## config.mk

```make
export PLATFORM = sky130hd
export DESIGN_NAME = burst_request_splitter
export DESIGN_NICKNAME = d
export VERILOG_FILES = /design/src/rtl/brs_pkg.sv /design/src/rtl/brs_front.sv /design/src/rtl/brs_cmd_fifo.sv /design/src/rtl/brs_back.sv /design/src/rtl/burst_request_splitter.sv
export VERILOG_INCLUDE_DIRS = /design/src /design/src/rtl
export SDC_FILE = /design/constraint.sdc
export NUM_CORES = 1
export LEC_CHECK = 0
export ABC_AREA = 1
export BUFFER_PORTS_ARGS = -buffer_cell sky130_fd_sc_hd__buf_2
export CORE_MARGIN = 2
export CORE_UTILIZATION = 60
export CTS_CLUSTER_SIZE = 14
export DETAILED_ROUTE_END_ITERATION = 12
export GPL_TIMING_DRIVEN = 0
export PLACE_DENSITY = 0.8
export REMOVE_ABC_BUFFERS = 1
export SLEW_MARGIN = 30
export SYNTH_ARGS = -nofsm -noshare
export SYNTH_HDL_FRONTEND = slang
export SYNTH_SLANG_ARGS = --single-unit
```

## constraint.sdc

```tcl
create_clock -name clk -period 9.5 [get_ports clk]
set_clock_uncertainty 0.05 [all_clocks]
set_input_delay 0.95 -clock clk [delete_from_list [all_inputs] [get_ports clk]]
set_output_delay 0.95 -clock clk [all_outputs]
set_load 0.03 [all_outputs]
```

## src/rtl/burst_request_splitter_assert.svh

```systemverilog
// Assertion macros for the burst request splitter back end.
// Each module that includes this file must have clk and rst_n in scope.
`ifndef BURST_REQUEST_SPLITTER_ASSERT_SVH
`define BURST_REQUEST_SPLITTER_ASSERT_SVH

// Same-cycle implication, checked only outside reset.
`define BRS_ASSERT_SAME(lbl, ante, cons, msg) \
  lbl: assert property (@(posedge clk) disable iff (!rst_n) (ante) |-> (cons)) \
    else $error(msg);

// Next-cycle implication, checked only outside reset.
`define BRS_ASSERT_NEXT(lbl, ante, cons, msg) \
  lbl: assert property (@(posedge clk) disable iff (!rst_n) (ante) |=> (cons)) \
    else $error(msg);

`endif

```

## src/rtl/brs_pkg.sv

```systemverilog
// Package for the burst request splitter: block size constants, the
// command record passed from front to back, and queue status.
// No dependencies.
package brs_pkg;

  localparam int unsigned BURST_BYTES = 64;
  localparam int unsigned OFFS_W      = $clog2(BURST_BYTES);
  localparam int unsigned MAX_REQS    = 64;
  localparam int unsigned IDX_W       = $clog2(MAX_REQS);
  localparam int unsigned LEN_W       = 12;
  // Holds offset + length + (block size - 1) for block sizes up to 1024.
  localparam int unsigned SPAN_W      = LEN_W + 1;
  localparam int unsigned BLK_W       = SPAN_W - OFFS_W;
  localparam int unsigned QDEPTH      = 4;
  localparam int unsigned QPTR_W      = $clog2(QDEPTH);

  localparam logic [31:0] ADDR_STEP   = 32'(BURST_BYTES);
  localparam logic [31:0] OFFS_MASK   = 32'(BURST_BYTES - 1);

  typedef struct packed {
    logic             access_type;
    logic [31:0]      base_addr;
    logic [IDX_W-1:0] last_idx;
    logic [31:0]      burst_index;
    logic [7:0]       engine_index;
  } brs_cmd_t;

  typedef struct packed {
    logic full;
    logic empty;
  } brs_qstat_t;

endpackage

```

## src/rtl/brs_front.sv

```systemverilog
// Front end of the burst request splitter: accepts bursts, drops empty
// ones, and turns the rest into commands for the queue. Uses brs_pkg.
module brs_front import brs_pkg::*; (
  input  logic              clk,
  input  logic              rst_n,
  input  logic              push,
  output logic              full,
  input  logic              in_access_type,
  input  logic [31:0]       in_start_addr,
  input  logic [LEN_W-1:0]  in_byte_count,
  input  logic [31:0]       in_burst_index,
  input  logic [7:0]        in_engine_index,
  output logic              q_push,
  output brs_cmd_t          q_wdata,
  input  brs_qstat_t        q_stat
);

  logic              f_vld_r, f_vld_nxt;
  brs_cmd_t          f_cmd_r, f_cmd_nxt;
  logic              accept;
  logic              nonzero;
  logic [SPAN_W-1:0] span;
  logic [BLK_W-1:0]  blocks;

  assign full    = f_vld_r && q_stat.full;
  assign accept  = push && !full;
  assign q_push  = f_vld_r && !q_stat.full;
  assign q_wdata = f_cmd_r;
  assign nonzero = (in_byte_count != '0);

  // Number of blocks touched: (offset + length + block size - 1) / block size.
  assign span   = SPAN_W'(in_start_addr & OFFS_MASK) + SPAN_W'(in_byte_count)
                + SPAN_W'(OFFS_MASK);
  assign blocks = BLK_W'(span >> OFFS_W);

  always_comb begin
    f_cmd_nxt.access_type  = in_access_type;
    f_cmd_nxt.base_addr    = in_start_addr & ~OFFS_MASK;
    f_cmd_nxt.burst_index  = in_burst_index;
    f_cmd_nxt.engine_index = in_engine_index;
    if (32'(blocks) > 32'(MAX_REQS)) begin
      f_cmd_nxt.last_idx = IDX_W'(MAX_REQS - 1);
    end else begin
      f_cmd_nxt.last_idx = IDX_W'(blocks - BLK_W'(1));
    end
  end

  always_comb begin
    f_vld_nxt = f_vld_r;
    if (accept && nonzero) begin
      f_vld_nxt = 1'b1;
    end else if (q_push) begin
      f_vld_nxt = 1'b0;
    end
  end

  always_ff @(posedge clk) begin
    if (!rst_n) begin
      f_vld_r <= 1'b0;
    end else begin
      f_vld_r <= f_vld_nxt;
    end
  end

  always_ff @(posedge clk) begin
    if (accept && nonzero) begin
      f_cmd_r <= f_cmd_nxt;
    end
  end

endmodule

```

## src/rtl/brs_cmd_fifo.sv

```systemverilog
// Short command queue between the front and back ends of the burst
// request splitter. Uses brs_pkg for depth and the command record.
module brs_cmd_fifo import brs_pkg::*; (
  input  logic       clk,
  input  logic       rst_n,
  input  logic       wr_en,
  input  brs_cmd_t   wr_data,
  input  logic       rd_en,
  output brs_cmd_t   rd_data,
  output brs_qstat_t stat
);

  brs_cmd_t          mem_r [QDEPTH];
  logic [QPTR_W-1:0] wr_ptr_r, wr_ptr_nxt;
  logic [QPTR_W-1:0] rd_ptr_r, rd_ptr_nxt;
  logic [QPTR_W:0]   cnt_r, cnt_nxt;

  assign stat.full  = (cnt_r == (QPTR_W + 1)'(QDEPTH));
  assign stat.empty = (cnt_r == '0);
  assign rd_data    = mem_r[rd_ptr_r];

  always_comb begin
    wr_ptr_nxt = wr_en ? wr_ptr_r + QPTR_W'(1) : wr_ptr_r;
    rd_ptr_nxt = rd_en ? rd_ptr_r + QPTR_W'(1) : rd_ptr_r;
    cnt_nxt    = cnt_r;
    if (wr_en && !rd_en) begin
      cnt_nxt = cnt_r + (QPTR_W + 1)'(1);
    end else if (rd_en && !wr_en) begin
      cnt_nxt = cnt_r - (QPTR_W + 1)'(1);
    end
  end

  always_ff @(posedge clk) begin
    if (!rst_n) begin
      wr_ptr_r <= '0;
      rd_ptr_r <= '0;
      cnt_r    <= '0;
    end else begin
      wr_ptr_r <= wr_ptr_nxt;
      rd_ptr_r <= rd_ptr_nxt;
      cnt_r    <= cnt_nxt;
    end
  end

  always_ff @(posedge clk) begin
    if (wr_en) begin
      mem_r[wr_ptr_r] <= wr_data;
    end
  end

endmodule

```

## src/rtl/brs_back.sv

```systemverilog
// Back end of the burst request splitter: walks one command block by
// block and fills the result register. Uses brs_pkg and the assert macros.
`include "burst_request_splitter_assert.svh"

module brs_back import brs_pkg::*; (
  input  logic        clk,
  input  logic        rst_n,
  input  brs_cmd_t    q_rdata,
  input  brs_qstat_t  q_stat,
  output logic        q_pop,
  input  logic        pop,
  output logic        empty,
  output logic        out_req_type,
  output logic [31:0] out_req_addr,
  output logic [31:0] out_req_burst_index,
  output logic [31:0] out_req_sequence,
  output logic [7:0]  out_req_engine_index,
  output logic        out_last_of_burst
);

  logic             b_vld_r, b_vld_nxt;
  brs_cmd_t         b_cmd_r, b_cmd_nxt;
  logic [IDX_W-1:0] k_r, k_nxt;
  logic [31:0]      addr_r, addr_nxt;
  logic [31:0]      seq_r, seq_nxt;
  logic             out_vld_r, out_vld_nxt;
  logic             out_pop;
  logic             out_free;
  logic             gen;
  logic             last;
  logic             take;

  assign empty    = !out_vld_r;
  assign out_pop  = pop && out_vld_r;
  assign out_free = !out_vld_r || out_pop;
  assign gen      = b_vld_r && out_free;
  assign last     = (k_r == b_cmd_r.last_idx);
  // A new command is taken from the queue, if one waits, when the walker is idle or finishing this cycle.
  assign take     = !b_vld_r || (gen && last);
  assign q_pop    = take && !q_stat.empty;

  always_comb begin
    b_vld_nxt   = b_vld_r;
    b_cmd_nxt   = b_cmd_r;
    k_nxt       = k_r;
    addr_nxt    = addr_r;
    seq_nxt     = gen ? seq_r + 32'd1 : seq_r;
    out_vld_nxt = out_vld_r;
    if (q_pop) begin
      b_vld_nxt = 1'b1;
      b_cmd_nxt = q_rdata;
      k_nxt     = '0;
      addr_nxt  = q_rdata.base_addr;
    end else if (gen) begin
      b_vld_nxt = !last;
      k_nxt     = k_r + IDX_W'(1);
      addr_nxt  = addr_r + ADDR_STEP;
    end
    if (gen) begin
      out_vld_nxt = 1'b1;
    end else if (out_pop) begin
      out_vld_nxt = 1'b0;
    end
  end

  always_ff @(posedge clk) begin
    if (!rst_n) begin
      b_vld_r   <= 1'b0;
      k_r       <= '0;
      seq_r     <= '0;
      out_vld_r <= 1'b0;
    end else begin
      b_vld_r   <= b_vld_nxt;
      k_r       <= k_nxt;
      seq_r     <= seq_nxt;
      out_vld_r <= out_vld_nxt;
    end
  end

  always_ff @(posedge clk) begin
    b_cmd_r <= b_cmd_nxt;
    addr_r  <= addr_nxt;
    if (gen) begin
      out_req_type         <= b_cmd_r.access_type;
      out_req_addr         <= addr_r;
      out_req_burst_index  <= b_cmd_r.burst_index;
      out_req_sequence     <= seq_r;
      out_req_engine_index <= b_cmd_r.engine_index;
      out_last_of_burst    <= last;
    end
  end

  `BRS_ASSERT_NEXT(a_seq_step, gen, seq_r == $past(seq_r) + 32'd1,
                   "sequence number did not advance by one per request")
  `BRS_ASSERT_NEXT(a_addr_step, gen && !last,
                   addr_r == $past(addr_r) + ADDR_STEP,
                   "request address did not advance by one block")
  `BRS_ASSERT_NEXT(a_walk_done, gen && last && !q_pop, !b_vld_r,
                   "walker stayed busy after the last request of a burst")
  `BRS_ASSERT_SAME(a_idx_range, b_vld_r, k_r <= b_cmd_r.last_idx,
                   "block index ran past the end of the burst")

endmodule

```

## src/rtl/burst_request_splitter.sv

```systemverilog
// Burst request splitter: a burst goes through the front register, the command
// queue and the walker to the result register, then one request per cycle
// while results are popped. A burst of N blocks keeps the walker busy for N
// requests (N at most 64); zero-length bursts are dropped. The front accepts
// one burst per cycle while the four-entry command queue has room. Reset
// (rst_n low, synchronous) empties everything and zeroes the counter.
module burst_request_splitter import brs_pkg::*; (
  input  logic              clk,
  input  logic              rst_n,
  // Burst input channel.
  input  logic              push,
  output logic              full,
  input  logic              in_access_type,
  input  logic [31:0]       in_start_addr,
  input  logic [LEN_W-1:0]  in_byte_count,
  input  logic [31:0]       in_burst_index,
  input  logic [7:0]        in_engine_index,
  // Request output channel.
  input  logic              pop,
  output logic              empty,
  output logic              out_req_type,
  output logic [31:0]       out_req_addr,
  output logic [31:0]       out_req_burst_index,
  output logic [31:0]       out_req_sequence,
  output logic [7:0]        out_req_engine_index,
  output logic              out_last_of_burst
);

  // The front stage classifies each burst: it drops bursts of zero length
  // and computes the aligned-down base address and the index of the last
  // block, clamped so that no burst produces more than 64 requests.
  brs_cmd_t   q_wdata;
  brs_cmd_t   q_rdata;
  brs_qstat_t q_stat;
  logic       q_push;
  logic       q_pop;

  brs_front u_front (
    .clk             (clk),
    .rst_n           (rst_n),
    .push            (push),
    .full            (full),
    .in_access_type  (in_access_type),
    .in_start_addr   (in_start_addr),
    .in_byte_count   (in_byte_count),
    .in_burst_index  (in_burst_index),
    .in_engine_index (in_engine_index),
    .q_push          (q_push),
    .q_wdata         (q_wdata),
    .q_stat          (q_stat)
  );

  // The command queue lets the front keep taking bursts while the back end
  // is still walking a long one.
  brs_cmd_fifo u_cmd_fifo (
    .clk     (clk),
    .rst_n   (rst_n),
    .wr_en   (q_push),
    .wr_data (q_wdata),
    .rd_en   (q_pop),
    .rd_data (q_rdata),
    .stat    (q_stat)
  );

  // The back end emits one request per block, stamps each with the running
  // request number, and flags the final one. Its result register holds the
  // current request, and the walker advances only when it is empty or popped.
  brs_back u_back (
    .clk                  (clk),
    .rst_n                (rst_n),
    .q_rdata              (q_rdata),
    .q_stat               (q_stat),
    .q_pop                (q_pop),
    .pop                  (pop),
    .empty                (empty),
    .out_req_type         (out_req_type),
    .out_req_addr         (out_req_addr),
    .out_req_burst_index  (out_req_burst_index),
    .out_req_sequence     (out_req_sequence),
    .out_req_engine_index (out_req_engine_index),
    .out_last_of_burst    (out_last_of_burst)
  );

endmodule
```

# --- Word-level counts from Yosys, hierarchy flattened ---
# Memories as Yosys holds them, arrays and structs flattened. A register that Yosys moved wholly into a read port is not among the register bits.
# Cells that the tools add are included.
totals:
  out_inout_bits: 108
  elab_cells: 80
  ram_bits: 292
  inputBits: 89
  n_memories: 1
  register_bits: 306
classes:
  magnitude_cmp: 1
  n_eq_ne: 2
  add_sub_neg: 10
  n_mux: 14
  reduce_logical: 27
  n_bitwise: 1
memory_table:
  columns: ["memory", "words", "width", "read_ports", "rd_ports_with_merged_regs", "wr", "line_no", "rtl"]
  rows:
  - ["u_cmd_fifo.mem_r", 4, 73, 1, 1, 1, "brs_cmd_fifo.sv:13", "brs_cmd_t mem_r [QDEPTH];"]
ops:
  columns: ["op", "count"]
  rows:
  - ["2-to-1 mux 32 bit", 2]
  - ["adder 32 x 1 -> 32 bit, second input constant", 1]
  - ["adder 32 x 7 -> 32 bit, second input constant", 1]
  - ["adder 13 x 6 -> 13 bit, second input constant", 1]
  - ["adder 6 x 12 -> 13 bit", 1]
  - ["nonzero test 12 bit", 1]
  - ["logical AND 1 bit", 10]
  - ["zero test 1 bit", 8]
  - ["2-to-1 mux 1 bit", 8]
  - ["nonzero test 2 bit", 4]
  - ["greater-than comparator 7 bit, second input constant", 1]
  - ["adder 6 x 1 -> 6 bit, second input constant", 1]
  - ["== test 6 bit", 1]
  - ["2-to-1 mux 3 bit", 2]
  - ["subtractor 6 x 1 -> 6 bit, second input constant", 1]
  - ["adder 2 x 1 -> 2 bit, second input constant", 2]
  - ["2-to-1 mux 2 bit", 2]
  - ["adder 3 x 1 -> 3 bit, second input constant", 1]
  - ["== test 3 bit, second input constant", 1]
  - ["zero test 3 bit", 1]
  - ["subtractor 3 x 1 -> 3 bit, second input constant", 1]
  - ["logical OR 1 bit", 2]
  - ["OR reduction 2 bit", 1]
  - ["NOT 1 bit", 1]

# --- Depth between registers and ports, before layout ---
depth:
  word_depth: 9
  mapped_depth: 17
  ltp_nobuf: 17

# --- Hierarchy ---
# Synthesis repeated with hierarchy kept, for this count alone.
hier_totals:
  cells_unflattened: 1800
  area_unflattened_um2: 23897.9
by_module_without_submodules:
  columns: ["module", "instances", "cells_each", "area_each_um2", "seq_area_each_um2"]
  rows:
  - ["brs_cmd_fifo", 1, 821, 12134.1, 9669.3]
  - ["brs_back", 1, 746, 8719.6, 6356.1]
  - ["brs_front", 1, 233, 3044.2, 2212.1]

# --- Least setup slack after synthesis ---
# Ideal clock, no wire load.
synth_path:
  kind: "input to register"
  start: "in in_byte_count[7]"
  end: "reg u_front.f_cmd_r (netlist bit u_front.q_wdata[0]), enable pin"
  slack_ns: 4.724
  arrival_ns: 4.222
  cell_stages: 4
  n_path_buf: 0
  required_ns: 8.945
  setup_time_ns: 0.505
  path_cell_list: "inv_1 > nand3_1 > o21ai_0 > nor2_1"
synth_via:
  elab_chain_cells: 2
synth_lines:
  columns: ["element", "line_no", "rtl"]
  rows:
  - ["start: declaration", "burst_request_splitter.sv:15", "input logic [LEN_W-1:0] in_byte_count,"]
  - ["nonzero test 12 bit", "brs_front.sv:29", "assign nonzero = (in_byte_count != '0);"]
  - ["logical AND 1 bit", "brs_front.sv:66", "if (accept && nonzero) begin"]
  - ["end signal: assignment", "brs_front.sv:67", "f_cmd_r <= f_cmd_nxt;"]
  - ["end: declaration", "brs_front.sv:19", "brs_cmd_t f_cmd_r, f_cmd_nxt;"]
# Every way passes these cells.
# A chain may end at the register's enable or synchronous reset.

# --- Worst setup path after layout ---
layout_path:
  start: "in pop"
  end: "reg u_back.addr_r[28] (data pin)"
layout_via:
  elab_chain_cells: 7
layout_lines:
  columns: ["element", "line_no", "rtl"]
  rows:
  - ["start: declaration", "burst_request_splitter.sv:19", "input logic pop,"]
  - ["logical AND 1 bit", "brs_back.sv:34", "assign out_pop = pop && out_vld_r;"]
  - ["logical OR 1 bit", "brs_back.sv:35", "assign out_free = !out_vld_r || out_pop;"]
  - ["logical AND 1 bit", "brs_back.sv:36", "assign gen = b_vld_r && out_free;"]
  - ["logical AND 1 bit", "brs_back.sv:39", "assign take = !b_vld_r || (gen && last);"]
  - ["logical OR 1 bit", "brs_back.sv:39", null]
  - ["logical AND 1 bit", "brs_back.sv:40", "assign q_pop = take && !q_stat.empty;"]
  - ["2-to-1 mux 32 bit", "brs_back.sv:49", "if (q_pop) begin"]
  - ["via u_back.addr_nxt[28]", "brs_back.sv:24", "logic [31:0] addr_r, addr_nxt;"]
  - ["end signal: assignment", "brs_back.sv:82", "addr_r <= addr_nxt;"]
  - ["end: declaration", "brs_back.sv:24", null]
# The timed path passes the listed nets, and every way through them passes these cells.

==> flow_summary.ini <==
[synthesis]
yosys.cell_types.count = 41
synthTopCellsByCount = edfxtp_1 (538), nand2_1 (246), nor2_1 (216)
synth_area_per_cell_um2 = 13.3
synth.area.top_cells = edfxtp_1 (72%), dfxtp_1 (4.4%), nand2_1 (4.1%), nor2_1 (3.6%), o21ai_0 (3.6%)
ys_seq_area_share_pct = 76.1
synth.top_cell.area_share_pct = 71.7
synthFlopType = edfxtp_1
netlist_instances = 1695
synth-seq-cells = 588
async_flop_share_pct = 0
synth-edff-count = 538
syn_area_um2 = 22500
ys_warn_count = 0
yosys.area.top_type = edfxtp_1
synth_most_common_cell = edfxtp_1

[power]
power_uw = 7600
vdd_ir_drop_max_mv = 0.279
powerDensity_nw_per_um2 = 290
leakage_uw = 0.00944

[timing]
setup_viol = 0
post-route-min-period_ns = 3.83
worst_pin_slew_ns = 0.906
rsz0062_at_grt = false
slew_headroom_pct = 39.5
drv_slew = 0
hold_viol_final = 0
min_period_over_period_pct = 40.3
fmax_mhz = 261

[clock_network]
cts.sinks = 588
htreeDepth = 2
clk_latency_ns = 0.61
cts_buffer_depth = 3
post_cts_resize_count = 0
clk_pin_slew_ns = 0.06
cts.hold.buffers_added = 0
tritoncts = yes
postCtsSetupBuffers = 0
cts_made_buffers = 55
cts_root_buf = clkbuf_16

[critical_path]
reg2regPathDepth = 10
reg2reg_from = u_back.out_vld_r$_SDFFE_PN0P_
critPathTopFamily = simple AND/OR/NAND/NOR gates
critPathCapture = u_back.addr_r[28]$_DFFE_PP_
start_kind = input port
slowest_stage = clkinv_4
required_ns = 9.80
r2r-end = u_back.addr_r[28]$_DFFE_PP_
crit_arrival_ns = 4.13
critPathLaunch = pop
worstPathMaxFanout = 83
cpPeakStageDelay_ns = 0.72
r2r_slack_ns = 5.81
crit_buf_inv = 5
cp.depth = 12
critPathCaptureType = register
criticalPathCategory = in -> reg
crit_chain = buf_2 > inv_1 > nand2_1 > nand2_2 > inv_8 > buf_16 > nand2_1 > nand2_2 > nand2_4 > clkinv_4 > nand2_1 > nand2_1
path_common_cell = nand2_1

[place]
portBuffers = 190
dp_cells = 2317
hpwl_um = 28300
gp_congestion = 0.885

[drt]
wl_per_cell_um = 19.0
drt_first_iter_violations = 1129
via_count = 13700
dr.pass1.iters = 7
drc_errors = 0
antenna_left = 0
viasPerCell = 5.66
wl_um = 45900

[min_path]
hp-class = reg -> reg

[final_layout]
nets = 2016
drive_gt1_share_pct = 17.1
fillers = 2322
syn_to_final_growth_pct = 16.4
layout.cells.non_filler = 2418

[floorplanning]
die_w_um = 198
core-area_um2 = 36800
dieArea_um2 = 39100
start_util_pct = 61.3
die_h_um = 198
num_rows = 70
io_pins = 197

[flow_run]
maxCapViolations = 0

[outcome]
outcome = finished clean

[global_routing]
grt.total_usage_pct = 23.9
grt_pass1_vias = 13600
grt_pass1_wl_um = 71100
grt_max_degree = 103
overflow = 0
antenna_found_initial = 5
how the worst min path moves through the flow:
stage | start | to | slack (ns) | depth (start not counted)
2_1_floorplan | u_back.b_cmd_r[8]$_DFFE_PN_ | u_back.out_req_burst_index[0]$_DFFE_PP_ | 0.35 | 0
3_3_place_gp | u_back.b_cmd_r[37]$_DFFE_PN_ | u_back.out_req_burst_index[29]$_DFFE_PP_ | 0.35 | 0
3_5_place_dp | u_back.b_cmd_r[21]$_DFFE_PN_ | u_back.out_req_burst_index[13]$_DFFE_PP_ | 0.36 | 0
4_1_cts | u_back.b_cmd_r[7]$_DFFE_PN_ | u_back.out_req_engine_index[7]$_DFFE_PP_ | 0.36 | 0
5_1_grt | u_back.b_cmd_r[28]$_DFFE_PN_ | u_back.out_req_burst_index[20]$_DFFE_PP_ | 0.38 | 0
6_report | u_back.b_cmd_r[28]$_DFFE_PN_ | u_back.out_req_burst_index[20]$_DFFE_PP_ | 0.37 | 0
layout make-up:
cell class | instances | area [µm²] | share of cell area (%)
Sequential cell | 588 | 17200 | 65.4
Multi-Input combinational cell | 930 | 4690 | 17.9
Timing Repair Buffer | 216 | 1630 | 6.22
Clock buffer | 67 | 1420 | 5.42
Tap cell | 468 | 586 | 2.23
Inverter | 115 | 454 | 1.73
Clock inverter | 30 | 278 | 1.06
Antenna cell | 4 | 10.0 | 0.0382
sequential cells by signal (all words and copies together) (netlist names), 2 cells and up, named ones only:
register	cells
u_cmd_fifo.mem_r	292
u_front.q_wdata	73
u_back.b_cmd_r	47
u_back.out_req_burst_index	32
u_back.out_req_sequence	32
u_back.seq_r	32
u_back.addr_r	26
u_back.out_req_addr	26
u_back.out_req_engine_index	8
u_back.k_r	6
u_cmd_fifo.cnt_r	3
u_cmd_fifo.rd_ptr_r	2
u_cmd_fifo.wr_ptr_r	2
per-stage QoR:
step	hold slack (ns)	util [%]	setup TNS, ns	worst slack [ns]	area [µm²]
after floorplan	0.350	-	0	3.80	22200
after global placement	0.354	64.6	-30.28	-0.591	23800
after detailed placement	0.356	66.7	0	5.09	24500
after CTS	0.365	71.3	0	5.72	26200
after global routing	0.376	71.3	0	5.47	26200
final	0.365	71.3	0	5.67	26200
worst register-to-register path, cell delays in order, from the launching register on:
cell	delay, ns
dfxtp_1	0.32
nand2_1	0.11
nand2_2	0.50
inv_8	0.30
buf_16	0.33
nand2_1	0.16
nand2_2	0.09
nand2_4	0.30
clkinv_4	0.73
nand2_1	0.46
nand2_1	0.09
logic make-up after synthesis:
group	after synthesis	synth area share, %
adders and majority gates	21	1.20
buffers and inverters	182	3.34
DFF	588	76.1
xor gates and xnor gates	39	1.52
AOI/OAI and AO/OA	286	6.89
other	1	0.0166
and+or+nand+nor	578	10.9
power breakdown:
group          internal [µW]  switching [µW]  leakage, µW
logic                    498            1270      0.00317
clock network           1170             910     0.000828
registers               3480             265      0.00544
total                   5150            2450      0.00944
metal layers:
| layer | GRT usage [%] | share of wire [%] | vias to the layer above |
|---|---|---|---|
| met3 | 4.53 | 6.7 | 101 |
| met1 | 30.8 | 41 | 6617 |
| li1 | - | - | 6457 |
| met2 | 40.3 | 49 | 507 |
| met5 | 0 | 0.017 | - |
| met4 | 10.2 | 3.2 | 2 |
layout by cell type, fill, tap and decap left out, types with 25 or more instances in the layout:
cell type  synthesis  layout
buf_2             10     190
dfxtp_1           50      48
a21oi_1           37      37
clkbuf_16          0      55
edfxtp_1         538     538
nor2_1           216     211
nand2_1          246     245
o22ai_1           72      72
nand3_1           38      38
inv_1            112     110
xor2_1            25      25
o21ai_0          161     161
Power figures use the tool's default switching activity.
